### config.mk
export PLATFORM = sky130hd
export DESIGN_NAME = lrpc_rem
export DESIGN_NICKNAME = d
export VERILOG_FILES = /design/src/lrpc_rem.sv
export SDC_FILE = /design/constraint.sdc
export NUM_CORES = 1
export LEC_CHECK = 0
export ABC_CLOCK_PERIOD_IN_PS = 6430
export BUFFER_PORTS_ARGS = -buffer_cell sky130_fd_sc_hd__buf_2
export CAP_MARGIN = 40
export CORE_MARGIN = 4
export CORE_UTILIZATION = 30
export CTS_CLUSTER_DIAMETER = 100
export CTS_CLUSTER_SIZE = 30
export DETAILED_ROUTE_END_ITERATION = 10
export PLACE_DENSITY = 0.54
export SYNTH_ARGS = -nofsm -noshare
export SYNTH_HDL_FRONTEND = slang
export SYNTH_SLANG_ARGS = --single-unit
### constraint.sdc
create_clock -name clk -period 6.43 [get_ports clk]
set_clock_uncertainty 0.05 [all_clocks]
set_input_delay 0.643 -clock clk [delete_from_list [all_inputs] [get_ports clk]]
set_output_delay 0.643 -clock clk [all_outputs]
set_load 0.005 [all_outputs]
### src/lrpc_rem.sv
// ----------------------------------------------------------------------------
// lrpc_rem: bit-serial remainder unit
// Restoring division, one dividend bit per cycle; gives dividend mod divisor.
// ----------------------------------------------------------------------------
module lrpc_rem #(
  parameter int VALUE_BITS = 16
) (
  input  logic                  clk,
  input  logic                  rst_n,
  input  logic                  start,
  input  logic [VALUE_BITS-1:0] dividend,
  input  logic [VALUE_BITS-1:0] divisor,
  output logic                  busy,
  output logic [VALUE_BITS-1:0] remainder
);

  localparam int CNT_W = $clog2(VALUE_BITS + 1);

  logic [VALUE_BITS-1:0] dvd_r, dvd_nxt;
  logic [VALUE_BITS-1:0] dsr_r, dsr_nxt;
  logic [VALUE_BITS-1:0] rem_r, rem_nxt;
  logic [CNT_W-1:0]      cnt_r, cnt_nxt;
  logic                  busy_r, busy_nxt;
  logic [VALUE_BITS:0]   trial;
  logic [VALUE_BITS:0]   trial_sub;

  assign trial     = {rem_r, dvd_r[VALUE_BITS-1]};
  assign trial_sub = trial - {1'b0, dsr_r};

  always_comb begin
    dvd_nxt  = dvd_r;
    dsr_nxt  = dsr_r;
    rem_nxt  = rem_r;
    cnt_nxt  = cnt_r;
    busy_nxt = busy_r;
    if (start) begin
      dvd_nxt  = dividend;
      dsr_nxt  = divisor;
      rem_nxt  = '0;
      cnt_nxt  = CNT_W'(VALUE_BITS);
      busy_nxt = 1'b1;
    end else if (busy_r) begin
      dvd_nxt = {dvd_r[VALUE_BITS-2:0], 1'b0};
      if (trial >= {1'b0, dsr_r}) begin
        rem_nxt = trial_sub[VALUE_BITS-1:0];
      end else begin
        rem_nxt = trial[VALUE_BITS-1:0];
      end
      cnt_nxt = cnt_r - CNT_W'(1);
      if (cnt_r == CNT_W'(1)) begin
        busy_nxt = 1'b0;
      end
    end
  end

  always_ff @(posedge clk) begin
    if (!rst_n) begin
      busy_r <= 1'b0;
      cnt_r  <= '0;
    end else begin
      busy_r <= busy_nxt;
      cnt_r  <= cnt_nxt;
    end
  end

  always_ff @(posedge clk) begin
    dvd_r <= dvd_nxt;
    dsr_r <= dsr_nxt;
    rem_r <= rem_nxt;
  end

  assign busy      = busy_r;
  assign remainder = rem_r;

endmodule

==> results.json, run 1 <==
{
  "postCtsSetupRepairBufs": 0,
  "area_growth_pct": 15.1,
  "min_path_type": "input port to register",
  "post_synthesis_net_count": 361,
  "timing.final.setup_violations": 0,
  "pwr_density_cell_mw_per_mm2": 223,
  "synth_top_cells_by_count": "32 x sky130_fd_sc_hd__edfxtp_1, 27 x sky130_fd_sc_hd__nor2_1, 22 x sky130_fd_sc_hd__dfxtp_1, 22 x sky130_fd_sc_hd__inv_1, 18 x sky130_fd_sc_hd__ha_1",
  "first_pass_iters": 4,
  "slew_headroom_pct": 53.0,
  "initial_core_util_pct": 30.6,
  "timing.hold.worst_endpoint": "dsr_r[6]",
  "clock_path_buffers": 2,
  "vias_per_inst": 5.06,
  "power.static_leakage_uw": 0.00153,
  "cts_inserted_buffers": 5,
  "drive_above_1_share_pct": 24.7,
  "final_nets": 409,
  "synth-edff-count": 32,
  "root_buffer": "sky130_fd_sc_hd__clkbuf_8",
  "grt_util_all_layers_pct": 13.3,
  "area_of_combinational_cells_with_multiple_inputs_sq_mm": 0.00159,
  "vias": 2490,
  "post_synth.cell_area_avg_sq_um": 10.2,
  "placementRows": 37,
  "yosys_register_bits": 54,
  "reg2reg_slack_ns": 3.70,
  "post-synth-top-area-cell": "sky130_fd_sc_hd__edfxtp_1",
  "worst_ep_arrival_time_ns": 2.89,
  "grt_overflow_total": 0,
  "top_ports": 52,
  "status": "finished, final reports clean",
  "synth_cells": 307,
  "gp_congestion": 0.844,
  "maxCapViolations": 0,
  "cts-resized-gates": 0,
  "max_freq_ghz": 0.366,
  "synth_ff_type": "sky130_fd_sc_hd__edfxtp_1",
  "r2r.worst_path.cells": 10,
  "tritoncts": "yes",
  "fillCellCount": 1080,
  "final_max_slew_viol_count": 0,
  "grt_first_pass_wirelength_um": 12700,
  "crit_fanout": 4,
  "reg2reg_to": "remainder[14]",
  "ant_nets": 0,
  "antenna_found_initial": 0,
  "layout_min_cycle_time_ns": 2.73,
  "ir_drop_uv": 136,
  "clock_latency_ns": 0.32,
  "postCtsHoldBufs": 0,
  "diodes": 0,
  "synth_cell_types": 54,
  "grt_setup_unrepaired": "false",
  "final.period_utilization_pct": 42.5,
  "sequential_cell_area_sq_mm": 0.00140,
  "die_h_um": 110,
  "core_region_area_sq_mm": 0.0103,
  "ys_top_cells_by_area": "sky130_fd_sc_hd__edfxtp_1 31%, sky130_fd_sc_hd__dfxtp_1 14%, sky130_fd_sc_hd__ha_1 7.2%, sky130_fd_sc_hd__mux2_2 5.4%, sky130_fd_sc_hd__nor2_1 3.2%",
  "port-buffer-count": 51,
  "tritoncts_num_sinks": 54,
  "routed_wire_length_um": 7810,
  "drt_first_iter_violations": 216,
  "yosysMostFrequentCell": "sky130_fd_sc_hd__edfxtp_1",
  "clk_transition_reported_paths_ns": 0.12,
  "x_dimension_of_the_die_um": 110,
  "synthesis.area_sq_mm": 0.00314,
  "crit_path_start_kind": "register",
  "post-route-drc-count": 0,
  "endpoints_failing_hold": 0,
  "tightestPinTransition_ns": 0.703,
  "regToRegStartpoint": "dvd_r[15]",
  "die_area_sq_mm": 0.0122,
  "slack_of_the_critical_path_ns": 3.70,
  "hold_path_startpoint": "divisor[6]",
  "dp.final_hpwl_um": 5630,
  "yosysWarnings": 0,
  "yosysSeqAreaShare_pct": 44.6,
  "vias_in_the_first_global_route": 2555,
  "detail_route.wl_per_cell_um": 15.9,
  "grt_start_max_net_pins": 48,
  "totalNegativeSetupSlack_ns": 0,
  "place_worst_setup_slack_ns": 3.73,
  "path_class": "register to register",
  "synthDominantCellAreaShare_pct": 30.6,
  "worst_ep_required_time_ns": 6.59,
  "whs_path_depth": 1,
  "setup.worst_path.end_class": "register",
  "async_flop_share_pct": 0,
  "cts_htree_levels": 2
}
==> power by group <==
group          internal [uW]  leakage (uW)  total (uW)  switching [uW]
Combinational           80.6      0.000983         186             105
Clock                   81.2     0.0000502         210             129
Sequential               397      0.000499         411            14.1
==> sequential cells by signal, summed over array words and instances, names as in the netlist <==
| name | flops |
|---|---|
| cnt_r | 5 |
| dsr_r | 16 |
| remainder | 16 |
| busy | 1 |
| dvd_r | 16 |
==> final cells by class <==
| cell class | instances | area share [%] |
|---|---|---|
| multi-input combinational | 219 | 44.0 |
| sequential | 54 | 38.8 |
| timing repair buffer | 53 | 7.48 |
| tap | 136 | 4.71 |
| inverter | 22 | 2.29 |
| clock buffer | 5 | 1.90 |
| clock inverter | 3 | 0.796 |
==> worst max-delay path: stages (launching register included) <==
cell and delay, ns:
sky130_fd_sc_hd__edfxtp_1 0.40, sky130_fd_sc_hd__inv_1 0.07, sky130_fd_sc_hd__ha_1 0.20, sky130_fd_sc_hd__inv_1 0.07, sky130_fd_sc_hd__fa_1 0.41, sky130_fd_sc_hd__a211oi_1 0.51
sky130_fd_sc_hd__o21a_1 0.25, sky130_fd_sc_hd__o221ai_1 0.15, sky130_fd_sc_hd__a211o_1 0.33, sky130_fd_sc_hd__nand2_1 0.08, sky130_fd_sc_hd__o211ai_1 0.09
==> metal layers <==
layer	wire length [um]	vias up	global-route usage [%]	part of all wire, %
met5	0	-	0	0
met4	121	0	4.75	1.6
met3	581	8	3.15	7.4
met2	3470	82	20.6	44
met1	3640	1160	18.2	47
li1	-	1240	-	-
==> cell families (layout without fill, tap and decap cells) <==
group                    after synthesis  in the layout  share of synthesized area [%]
XOR/XNOR                              13             13                           3.63
adder cells (fa/ha/maj)               19             19                           7.81
flip-flops                            54             54                           44.6
AND/OR/NAND/NOR                       91             91                           15.0
multiplexers                          18             18                           6.33
buffers and inverters                 34             83                           4.70
AO/OA/AOI/OAI                         78             78                           17.9
==> layout by cell type (no fill, tap or decap), types with 3 or more instances in the layout <==
| cell | n |
|---|---|
| sky130_fd_sc_hd__buf_2 | 51 |
| sky130_fd_sc_hd__edfxtp_1 | 32 |
| sky130_fd_sc_hd__nor2_1 | 27 |
| sky130_fd_sc_hd__inv_1 | 22 |
| sky130_fd_sc_hd__dfxtp_1 | 22 |
| sky130_fd_sc_hd__ha_1 | 18 |
| sky130_fd_sc_hd__nand2_1 | 16 |
| sky130_fd_sc_hd__mux2_2 | 15 |
| sky130_fd_sc_hd__nand3_1 | 15 |
| sky130_fd_sc_hd__a21o_1 | 9 |
| sky130_fd_sc_hd__a21oi_1 | 8 |
| sky130_fd_sc_hd__o21ai_0 | 8 |
| sky130_fd_sc_hd__a311oi_1 | 8 |
| sky130_fd_sc_hd__nand4_1 | 7 |
| sky130_fd_sc_hd__o21ai_1 | 7 |
| sky130_fd_sc_hd__xor2_1 | 7 |
| sky130_fd_sc_hd__o211ai_1 | 7 |
| sky130_fd_sc_hd__a211oi_1 | 6 |
| sky130_fd_sc_hd__o21a_1 | 6 |
| sky130_fd_sc_hd__xnor2_1 | 6 |
| sky130_fd_sc_hd__clkbuf_8 | 5 |
| sky130_fd_sc_hd__nor4_1 | 4 |
| sky130_fd_sc_hd__nand2b_1 | 3 |
| sky130_fd_sc_hd__o21bai_1 | 3 |
| sky130_fd_sc_hd__or3_1 | 3 |
| sky130_fd_sc_hd__and3_1 | 3 |
| sky130_fd_sc_hd__mux2i_1 | 3 |
==> metrics by stage <==
| stage | utilization [%] | hold slack, ns | std cells | cell area (sq um) | power (uW) |
|---|---|---|---|---|---|
| CTS | 35.2 | 0.432 | 492 | 3610 | 817 |
| detailed placement | 34.2 | 0.458 | 484 | 3520 | 603 |
| global route | 35.2 | 0.437 | 492 | 3610 | 853 |
| finish | 35.2 | 0.441 | 492 | 3610 | 807 |
| floorplan | - | 0.419 | 307 | 3140 | 550 |
| global placement | 34.2 | 0.436 | 484 | 3520 | 602 |
==> worst max-delay path by stage <==
stage          startpoint       endpoint  cells after the start
2_1_floorplan   dvd_r[15]  remainder[14]                     10
3_3_place_gp    dvd_r[15]  remainder[14]                     10
3_5_place_dp    dvd_r[15]  remainder[14]                     10
4_1_cts         dvd_r[15]  remainder[14]                     10
5_1_grt         dvd_r[15]  remainder[14]                     10
6_report        dvd_r[15]  remainder[14]                     10
Note: power is estimated with default switching activity, not from simulation.
==> run 2, diff against run 1 <==
- ABC_AREA: default -> 1
- ABC_CLOCK_PERIOD_IN_PS: 6430 -> 2900
- clock period: 6.43 -> 2.9 ns (I/O delays scaled with it)
==> results.json, run 2 <==
{
  "status": "finished, final reports clean",
  "synth_cell_types": 37,
  "path_class": "register to register",
  "worst_ep_required_time_ns": 3.07,
  "gp_congestion": 0.890,
  "final_cell_mix": "150 x sky130_fd_sc_hd__nand2_1, 70 x sky130_fd_sc_hd__inv_1, 51 x sky130_fd_sc_hd__buf_2, 32 x sky130_fd_sc_hd__edfxtp_1, 30 x sky130_fd_sc_hd__nand3_1",
  "regToRegStartpoint": "remainder[11]",
  "post-route-drc-count": 0,
  "async_flop_share_pct": 0,
  "setup.worst_path.end_class": "register",
  "ys_top_cells_by_area": "sky130_fd_sc_hd__edfxtp_1 28%, sky130_fd_sc_hd__nand2_1 17%, sky130_fd_sc_hd__dfxtp_1 13%, sky130_fd_sc_hd__inv_1 7.8%, sky130_fd_sc_hd__ha_1 6.7%",
  "min_path_type": "input port to register",
  "antenna_found_initial": 0,
  "dp.final_hpwl_um": 5800,
  "timing.final.setup_violations": 0,
  "yosys_register_bits": 54,
  "synthesis.area_sq_mm": 0.00338,
  "tightestPinTransition_ns": 0.510,
  "pwr_density_cell_mw_per_mm2": 444,
  "detail_route.wl_per_cell_um": 12.4,
  "post-synth-top-area-cell": "sky130_fd_sc_hd__edfxtp_1",
  "worst_ep_arrival_time_ns": 2.37,
  "routed_wire_length_um": 7800,
  "diodes": 0,
  "vias_per_inst": 4.41,
  "area_of_combinational_cells_with_multiple_inputs_sq_mm": 0.00164,
  "vias_in_the_first_global_route": 2815,
  "leading_cell_type_in_the_layout_fill_and_taps_excluded": "sky130_fd_sc_hd__nand2_1",
  "place_worst_setup_slack_ns": 0.676,
  "final_max_slew_viol_count": 0,
  "core_region_area_sq_mm": 0.0109,
  "slew_headroom_pct": 65.9,
  "placedCellCount": 622,
  "synth-edff-count": 32,
  "fin_cells": 630,
  "layout_min_cycle_time_ns": 2.20,
  "die_area_sq_mm": 0.0130,
  "initial_core_util_pct": 30.9,
  "grt_first_pass_wirelength_um": 13500,
  "ant_nets": 0,
  "top_ports": 52,
  "yosysMostFrequentCell": "sky130_fd_sc_hd__nand2_1",
  "drt_first_iter_violations": 123,
  "sequential_cell_area_sq_mm": 0.00140,
  "final_nets": 543,
  "fillCellCount": 1178,
  "final.period_utilization_pct": 76.0,
  "first_pass_iters": 4,
  "final_util_pct": 35.9,
  "die_h_um": 114,
  "cts_inserted_buffers": 5,
  "total_power_consumption_of_the_routed_design_uw": 1740,
  "root_buffer": "sky130_fd_sc_hd__clkbuf_16",
  "area_growth_pct": 16.1,
  "grt_setup_unrepaired": "false",
  "totalNegativeSetupSlack_ns": 0,
  "tritoncts": "yes",
  "reg2reg_slack_ns": 0.70,
  "synth_cells": 436,
  "timing.critical_path.from": "remainder[11]",
  "postCtsHoldBufs": 0,
  "reg2reg_to": "remainder[4]",
  "timing.critical_path.to": "remainder[4]",
  "grt_util_all_layers_pct": 12.7,
  "tritoncts_num_sinks": 54,
  "crit_path_start_kind": "register",
  "clock_path_buffers": 2,
  "r2r.worst_path.cells": 12,
  "ir_drop_uv": 270,
  "drive_above_1_share_pct": 19.4,
  "port-buffer-count": 51,
  "cts_htree_levels": 2,
  "grt_overflow_total": 0,
  "yosysSeqAreaShare_pct": 41.5,
  "slack_of_the_critical_path_ns": 0.695,
  "post_synthesis_net_count": 490,
  "synth_ff_type": "sky130_fd_sc_hd__edfxtp_1",
  "clock_latency_ns": 0.29,
  "yosysWarnings": 0,
  "placementRows": 38,
  "synthDominantCellAreaShare_pct": 28.4,
  "x_dimension_of_the_die_um": 114,
  "crit_fanout": 18,
  "clk_transition_reported_paths_ns": 0.08,
  "vias": 2780,
  "synth_top_cells_by_count": "150 x sky130_fd_sc_hd__nand2_1, 70 x sky130_fd_sc_hd__inv_1, 32 x sky130_fd_sc_hd__edfxtp_1",
  "postCtsSetupRepairBufs": 0,
  "max_freq_ghz": 0.454,
  "grt_start_max_net_pins": 34,
  "endpoints_failing_hold": 0,
  "cts-resized-gates": 0,
  "power.static_leakage_uw": 0.00203,
  "maxCapViolations": 0,
  "post_synth.cell_area_avg_sq_um": 7.75
}
==> run 2: worst max-delay path, cell delays in order, from the launching register on <==
cell	delay, ns
sky130_fd_sc_hd__dfxtp_1	0.33
sky130_fd_sc_hd__ha_1	0.37
sky130_fd_sc_hd__nand2_1	0.14
sky130_fd_sc_hd__inv_1	0.05
sky130_fd_sc_hd__nand2_1	0.06
sky130_fd_sc_hd__nand2_1	0.06
sky130_fd_sc_hd__nand2_1	0.07
sky130_fd_sc_hd__nand2_2	0.06
sky130_fd_sc_hd__nor2_4	0.42
sky130_fd_sc_hd__nand2_4	0.26
sky130_fd_sc_hd__nand2_1	0.11
sky130_fd_sc_hd__nand3_1	0.07
sky130_fd_sc_hd__o21ai_0	0.08
==> run 2: cell type report <==
| class | instances | area share (%) |
|---|---|---|
| clock buffers | 5 | 3.19 |
| clock inverters | 3 | 0.734 |
| inverters | 72 | 6.89 |
| multi-input cells | 302 | 41.9 |
| repair buffers | 54 | 7.08 |
| flip-flops and latches | 54 | 35.7 |
| well taps | 140 | 4.47 |
==> run 2: logic make-up after synthesis <==
kind of cell / Yosys count / share of synthesized area [%]
buffers and inverters: 80 / 9.89
adder cells (fa/ha/maj): 19 / 7.26
XOR/XNOR: 8 / 2.07
flip-flops: 54 / 41.5
AO/OA/AOI/OAI: 22 / 3.78
AND/OR/NAND/NOR: 253 / 35.5
==> run 2: how the worst min path moves through the flow <==
stage	start	end	slack [ns]	cells past startpoint
after floorplan	divisor[0]	dsr_r[0]	0.34	0
after global placement	divisor[13]	dsr_r[13]	0.42	1
after CTS	divisor[7]	dsr_r[7]	0.11	1
after global routing	divisor[11]	dsr_r[11]	0.11	1
final	divisor[6]	dsr_r[6]	0.12	1
after detailed placement	divisor[7]	dsr_r[7]	0.42	1
==> run 2: metrics by stage <==
step | instance area, sq um | hold slack (ns)
3_5_place_dp | 3770 | 0.418
5_1_grt | 3920 | 0.107
6_report | 3920 | 0.118
4_1_cts | 3920 | 0.110
2_1_floorplan | 3380 | 0.339
3_3_place_gp | 3770 | 0.416
==> run 2: per-layer routing <==
layer / GRT usage, % / vias to the layer above / wire (um)
li1: - / 1488 / -
met1: 17.4 / 1247 / 3670
met2: 21.4 / 43 / 3720
met3: 2.27 / 2 / 375
met4: 2.45 / 0 / 36
met5: 0 / - / 0
==> run 2: power by group <==
part | switching [uW] | internal, uW
logic | 144 | 83.2
clock network | 301 | 330
registers | 17.1 | 867
total | 462 | 1280
